==> src/hdl/rc4_pkg.sv <==
`default_nettype none
// ----------------------------------------------------------------------------
// rc4_pkg
// Request and status codes for the RC4 keystream core.
// ----------------------------------------------------------------------------
package rc4_pkg;

  localparam int unsigned TableSize = 256;
  localparam int unsigned IdxW      = 8;

  typedef enum logic [1:0] {
    REQ_RESTART  = 2'd0,
    REQ_KEY      = 2'd1,
    REQ_KSTREAM  = 2'd2,
    REQ_READ     = 2'd3
  } req_type_e;

  typedef enum logic [1:0] {
    ST_OK        = 2'd0,
    ST_NOT_READY = 2'd1,
    ST_SURPLUS   = 2'd2
  } status_e;

endpackage : rc4_pkg
`default_nettype wire

==> src/hdl/rc4_ram.sv <==
`default_nettype none
// ----------------------------------------------------------------------------
// rc4_ram
// Generic RAM, one write port and one read port, registered read data.
// ----------------------------------------------------------------------------
module rc4_ram #(
  parameter int unsigned Width = 8,
  parameter int unsigned Depth = 256
) (
  input  wire logic                     clk_i,
  input  wire logic                     we_i,
  input  wire logic [$clog2(Depth)-1:0] waddr_i,
  input  wire logic [Width-1:0]         wdata_i,
  input  wire logic [$clog2(Depth)-1:0] raddr_i,
  output      logic [Width-1:0]         rdata_o
);

  logic [Width-1:0] mem_q [Depth];

  always_ff @(posedge clk_i) begin
    if (we_i) begin
      mem_q[waddr_i] <= wdata_i;
    end
    rdata_o <= mem_q[raddr_i];
  end

endmodule : rc4_ram
`default_nettype wire

==> src/hdl/rc4_keystream_generator_core.sv <==
`default_nettype none
// ----------------------------------------------------------------------------
// rc4_keystream_generator_core
// RC4 engine: key schedule, keystream generation and state readback.
// ----------------------------------------------------------------------------
// The 256-byte permutation lives in one RAM with a registered read port and
// is walked by a small sequencer, one RAM access a cycle. A read request
// passes through S_RD_X, a key byte through S_RD_J, S_WR_I, S_WR_J, and a
// keystream byte through those, S_RD_T and S_OUT_T. A keystream request
// before the schedule is done, or a surplus key byte, has its status
// registered on acceptance; so does restart, which then refills the table
// with identity, as after reset, taking no request. One request is in flight
// at a time; the next is taken once the last result is or is being taken.
module rc4_keystream_generator_core (
  input  wire logic                clk_i,
  input  wire logic                rst_ni,
  input  wire logic                in_valid_i,
  output      logic                in_ready_o,
  input  wire rc4_pkg::req_type_e  req_type_i,
  input  wire logic [7:0]          key_byte_i,
  input  wire logic [7:0]          entry_index_i,
  output      logic                out_valid_o,
  input  wire logic                out_ready_i,
  output      logic [7:0]          out_byte_o,
  output      rc4_pkg::status_e    status_o
);

  import rc4_pkg::*;

  localparam logic [2:0] S_IDLE  = 3'd0;
  localparam logic [2:0] S_FILL  = 3'd1;
  localparam logic [2:0] S_RD_J  = 3'd2;
  localparam logic [2:0] S_WR_I  = 3'd3;
  localparam logic [2:0] S_WR_J  = 3'd4;
  localparam logic [2:0] S_RD_T  = 3'd5;
  localparam logic [2:0] S_OUT_T = 3'd6;
  localparam logic [2:0] S_RD_X  = 3'd7;

  logic [2:0]      state_q, state_d;
  logic [IdxW-1:0] i_q, i_d, j_q, j_d;
  logic [IdxW:0]   cnt_q, cnt_d;
  logic [IdxW-1:0] fill_q, fill_d;
  logic [IdxW-1:0] si_q, si_d, sj_q, sj_d, key_q, key_d;
  logic            is_key_q, is_key_d;
  logic            ov_q, ov_d;
  logic [7:0]      ob_q, ob_d;
  status_e         st_q, st_d;

  logic            we;
  logic [IdxW-1:0] waddr, wdata, raddr, rdata;
  logic [IdxW-1:0] j_new;
  logic            accept;

  rc4_ram #(
    .Width(IdxW),
    .Depth(TableSize)
  ) u_perm (
    .clk_i  (clk_i),
    .we_i   (we),
    .waddr_i(waddr),
    .wdata_i(wdata),
    .raddr_i(raddr),
    .rdata_o(rdata)
  );

  assign in_ready_o  = (state_q == S_IDLE) && (!ov_q || out_ready_i);
  assign accept      = in_valid_i && in_ready_o;
  assign out_valid_o = ov_q;
  assign out_byte_o  = ob_q;
  assign status_o    = st_q;

  assign j_new = j_q + rdata + (is_key_q ? key_q : '0);

  always_comb begin
    state_d  = state_q;
    i_d      = i_q;
    j_d      = j_q;
    cnt_d    = cnt_q;
    fill_d   = fill_q;
    si_d     = si_q;
    sj_d     = sj_q;
    key_d    = key_q;
    is_key_d = is_key_q;
    ov_d     = ov_q && !out_ready_i;
    ob_d     = ob_q;
    st_d     = st_q;
    we       = 1'b0;
    waddr    = i_q;
    wdata    = sj_q;
    raddr    = i_q;

    case (state_q)
      S_IDLE: begin
        if (accept) begin
          case (req_type_i)
            REQ_RESTART: begin
              ov_d    = 1'b1;
              ob_d    = '0;
              st_d    = ST_OK;
              i_d     = '0;
              j_d     = '0;
              cnt_d   = '0;
              fill_d  = '0;
              state_d = S_FILL;
            end
            REQ_KEY: begin
              if (cnt_q[IdxW]) begin
                ov_d = 1'b1;
                ob_d = '0;
                st_d = ST_SURPLUS;
              end else begin
                key_d    = key_byte_i;
                is_key_d = 1'b1;
                raddr    = i_q;
                state_d  = S_RD_J;
              end
            end
            REQ_KSTREAM: begin
              if (!cnt_q[IdxW]) begin
                ov_d = 1'b1;
                ob_d = '0;
                st_d = ST_NOT_READY;
              end else begin
                is_key_d = 1'b0;
                i_d      = i_q + 1'b1;
                raddr    = i_q + 1'b1;
                state_d  = S_RD_J;
              end
            end
            REQ_READ: begin
              raddr   = entry_index_i;
              state_d = S_RD_X;
            end
            default: ;
          endcase
        end
      end
      S_FILL: begin
        we     = 1'b1;
        waddr  = fill_q;
        wdata  = fill_q;
        fill_d = fill_q + 1'b1;
        if (fill_q == IdxW'(TableSize - 1)) begin
          state_d = S_IDLE;
        end
      end
      S_RD_J: begin
        si_d    = rdata;
        j_d     = j_new;
        raddr   = j_new;
        state_d = S_WR_I;
      end
      S_WR_I: begin
        sj_d    = rdata;
        we      = 1'b1;
        waddr   = i_q;
        wdata   = rdata;
        state_d = S_WR_J;
      end
      S_WR_J: begin
        we    = 1'b1;
        waddr = j_q;
        wdata = si_q;
        if (is_key_q) begin
          cnt_d   = cnt_q + 1'b1;
          ov_d    = 1'b1;
          ob_d    = '0;
          st_d    = ST_OK;
          state_d = S_IDLE;
          if (cnt_q[IdxW-1:0] == IdxW'(TableSize - 1)) begin
            i_d = '0;
            j_d = '0;
          end else begin
            i_d = i_q + 1'b1;
          end
        end else begin
          state_d = S_RD_T;
        end
      end
      S_RD_T: begin
        raddr   = si_q + sj_q;
        state_d = S_OUT_T;
      end
      S_OUT_T: begin
        ov_d    = 1'b1;
        ob_d    = rdata;
        st_d    = ST_OK;
        state_d = S_IDLE;
      end
      S_RD_X: begin
        ov_d    = 1'b1;
        ob_d    = rdata;
        st_d    = ST_OK;
        state_d = S_IDLE;
      end
      default: state_d = S_IDLE;
    endcase
  end

  always_ff @(posedge clk_i or negedge rst_ni) begin
    if (!rst_ni) begin
      state_q  <= S_FILL;
      i_q      <= '0;
      j_q      <= '0;
      cnt_q    <= '0;
      fill_q   <= '0;
      is_key_q <= 1'b0;
      ov_q     <= 1'b0;
    end else begin
      state_q  <= state_d;
      i_q      <= i_d;
      j_q      <= j_d;
      cnt_q    <= cnt_d;
      fill_q   <= fill_d;
      is_key_q <= is_key_d;
      ov_q     <= ov_d;
    end
  end

  always_ff @(posedge clk_i) begin
    si_q  <= si_d;
    sj_q  <= sj_d;
    key_q <= key_d;
    ob_q  <= ob_d;
    st_q  <= st_d;
  end

endmodule : rc4_keystream_generator_core
`default_nettype wire
==> config.mk <==
export PLATFORM = sky130hd
export DESIGN_NAME = rc4_keystream_generator_core
export DESIGN_NICKNAME = d
export VERILOG_FILES = /design/src/hdl/rc4_pkg.sv /design/src/hdl/rc4_ram.sv /design/src/hdl/rc4_keystream_generator_core.sv
export SDC_FILE = /design/constraint.sdc
export NUM_CORES = 2
export LEC_CHECK = 0
export BUFFER_PORTS_ARGS = -buffer_cell sky130_fd_sc_hd__buf_4
export CAP_MARGIN = 5
export CELL_PAD_IN_SITES_DETAIL_PLACEMENT = 1
export CELL_PAD_IN_SITES_GLOBAL_PLACEMENT = 2
export CORE_MARGIN = 8
export CORE_UTILIZATION = 50
export CTS_CLUSTER_SIZE = 20
export DETAILED_ROUTE_END_ITERATION = 10
export GPL_ROUTABILITY_DRIVEN = 0
export PLACE_DENSITY = 0.92
export SYNTH_ARGS = -nofsm -noshare
export SYNTH_HDL_FRONTEND = slang
export SYNTH_SLANG_ARGS = --single-unit
==> constraint.sdc <==
create_clock -name clk_i -period 15.28 [get_ports clk_i]
set_input_delay 2.292 -clock clk_i [delete_from_list [all_inputs] [get_ports clk_i]]
set_output_delay 2.292 -clock clk_i [all_outputs]
set_load 0.05 [all_outputs]
==> results.json <==
{
  "cp_max_fo": 115,
  "start_util_pct": 50.3,
  "avgSynthCellArea_um2": 14.4,
  "max-vdd-ir-drop_uv": 243,
  "fmax_ghz": 0.131,
  "max_cap_viol_count": 0,
  "die_h_um": 429,
  "cts.repair.resized": 0,
  "area_growth_pct": 10.6,
  "coreArea_um2": 169000,
  "synth_ff_type": "edfxtp_1",
  "antenna_found_initial": 13,
  "synthSimpleGateAreaFrac_pct": 10.5,
  "rows": 151,
  "vias": 55300,
  "rsz0062_at_grt": "no",
  "hp-class": "flip-flop to flip-flop",
  "nets": 5934,
  "maxSlewViolCount": 0,
  "ios": 34,
  "worstPathArrival_ps": 8340,
  "ys_ff_latch": 2128,
  "syn_nets": 5978,
  "grt_start_max_net_pins": 221,
  "cts_hold_buf": 0,
  "ys_types": 75,
  "crit_path_end_kind": "flip-flop",
  "cts.clk_slew.worst_paths_ps": 60,
  "grt_pass1_vias": 56700,
  "synth_top_area_share_pct": 73.3,
  "route.detailed.drc": 0,
  "outcome": "finished clean",
  "grt_use_total_pct": 28.5,
  "hold_violations": 0,
  "clk_latency_ps": 890,
  "synth.largest_area_cell": "edfxtp_1",
  "drtIter0Drc": 7902,
  "grt_pass1_wl_um": 391000,
  "fin_ws_ps": 7620,
  "leakage_nw": 29.7,
  "hold_path_depth": 1,
  "synth_edf_count": 2082,
  "cp-start-kind": "primary input",
  "ys_warn_count": 0,
  "ys_async_sr_fraction_pct": 1.79,
  "num-fill-cells": 15800,
  "die_area_um2": 184000,
  "worst_slew_pin_slew_ps": 1370,
  "min_period_ps": 7660,
  "cts_setup_buffers": 0,
  "netlist_instances": 5925,
  "min_period_over_period_pct": 50.1,
  "p_per_area_nw_per_um2": 234,
  "port_buffers": 33,
  "setup_viol": 0,
  "layout-drive-gt1-share_pct": 9.66,
  "r2r_cells": 14,
  "dr.pass1.iters": 5,
  "wl_per_cell_um": 32.9,
  "dp_hpwl_um": 160000,
  "clk_path_buf_depth": 3,
  "dieWidth_um": 429,
  "clock-sinks": 2128,
  "synth_compound_area_share_pct": 7.88,
  "slew_headroom_pct": 7.62,
  "synth_xor_area_share_pct": 0.216,
  "finalSetupTns_ps": 0,
  "cts_root_buf": "clkbuf_16",
  "htreeDepth": 4,
  "cts_made_buffers": 211,
  "yosysSeqAreaShare_pct": 74.6,
  "synthAdderAreaFrac_pct": 0.534,
  "skew_ps": 35.7,
  "grt_overflow": 0,
  "cts_tree": "yes",
  "mostFrequentLayoutCell": "edfxtp_1",
  "synth_top_family_by_area": "simple AND/OR/NAND/NOR gates",
  "wl_um": 273000,
  "place_ws_ps": 7020,
  "final_cell_mix": "edfxtp_1, nand2_1, a21oi_1",
  "ant_nets": 0,
  "synth_mux_area_share_pct": 3.85,
  "required_ps": 15960,
  "crit_type": "primary input to flip-flop",
  "viasPerCell": 6.68,
  "synthTopCellsByArea": "edfxtp_1, nand2_1, a32oi_1, mux4_2, a21oi_1",
  "synth_area_um2": 85300
}
==> critical path: stages <==
cell and delay, ps:
buf_4 100, inv_1 70, ha_1 200, buf_4 200, o2111ai_1 370, a31oi_2 140
buf_4 270, nand2_8 690, buf_4 780, buf_4 730, mux2i_1 300, a221oi_1 140
nor4_1 460, o22ai_1 210, nor4_1 1090, nor4_1 140
==> Yosys cell counts, drive strengths merged, types with 4 or more instances <==
library cell,instances
buf,242
a32oi,249
dfrtp,37
a22oi,139
o21ai,39
a21oi,337
a211oi,25
fa,9
o22a,21
mux4,94
a31o,5
inv,33
xnor2,10
nand2b,8
nand2,1302
nand4,87
clkbuf,157
dfxtp,8
or2,5
a22o,5
nor2,335
o22ai,30
edfxtp,2082
nor3,18
o211ai,4
o31ai,4
a31oi,31
nand3,277
ha,22
nor4,38
mux2i,113
a41oi,8
a221oi,40
and3,34
and2,13
xor2,11
nor2b,5
==> cell families after synthesis <==
kind of cell,Yosys count
mux,210
fa+ha+maj,31
simple gates,2136
flops,2128
compound gates,966
buf+inv,433
xor+xnor,21
==> metal layers <==
metal | vias to the layer above | GRT usage, % | share of wire [%]
li1 | 22500 | - | -
met4 | 16 | 15.7 | 6.2
met2 | 3440 | 45.2 | 47
met5 | - | 0 | 0.040
met3 | 791 | 6.61 | 10
met1 | 28500 | 36.7 | 37
==> final timing paths <==
path	from	to	slack, ps
setup reg to reg	state_q[0]	u_perm.rdata_o[6]	8180
setup / recovery	req_type_i[0]	u_perm.rdata_o[6]	7620
max in group asynchronous	rst_ni	state_q[1]	13480
min in group asynchronous	rst_ni	out_valid_o	1410
hold reg to reg	j_q[4]	j_q[4]	520
hold / removal	j_q[4]	j_q[4]	520
==> per-stage QoR <==
step                      util [%]  area (µm²)  instances  hold WS (ps)  total power [W]
after floorplan                  -       85300       5925           448           0.0138
after global placement        51.6       87500       7886           489           0.0163
after detailed placement      51.6       87500       7886           505           0.0167
after CTS                     55.6       94300       8272           518           0.0219
after global routing          55.6       94300       8272           545           0.0226
final                         55.7       94300       8287           521           0.0221
==> flip-flops by register name (all words and copies together) (netlist names) <==
signal	cells
cnt_q	9
fill_q	8
i_q	8
is_key_q	1
j_q	8
key_q	8
out_byte_o	8
out_valid_o	1
si_q	8
sj_q	8
state_q	3
status_o	2
u_perm.mem_q	2048
u_perm.rdata_o	8
==> cell type report <==
type / count / area, µm² / share of cell area [%]
sequential: 2128 / 63600 / 67.5
multi-input combinational: 3364 / 19800 / 21.0
clock buffer: 256 / 5470 / 5.80
tap: 2218 / 2780 / 2.94
clock inverter: 130 / 1340 / 1.42
timing repair buffer: 142 / 1130 / 1.20
inverter: 34 / 133 / 0.141
antenna: 15 / 37.5 / 0.0398
==> power by group <==
part	switching, W	leakage [nW]	internal [W]
Combinational	0.00673	7.14	0.00199
Sequential	0.000128	19.3	0.00807
Clock	0.00230	3.29	0.00288
Power figures use the tool's default switching activity.
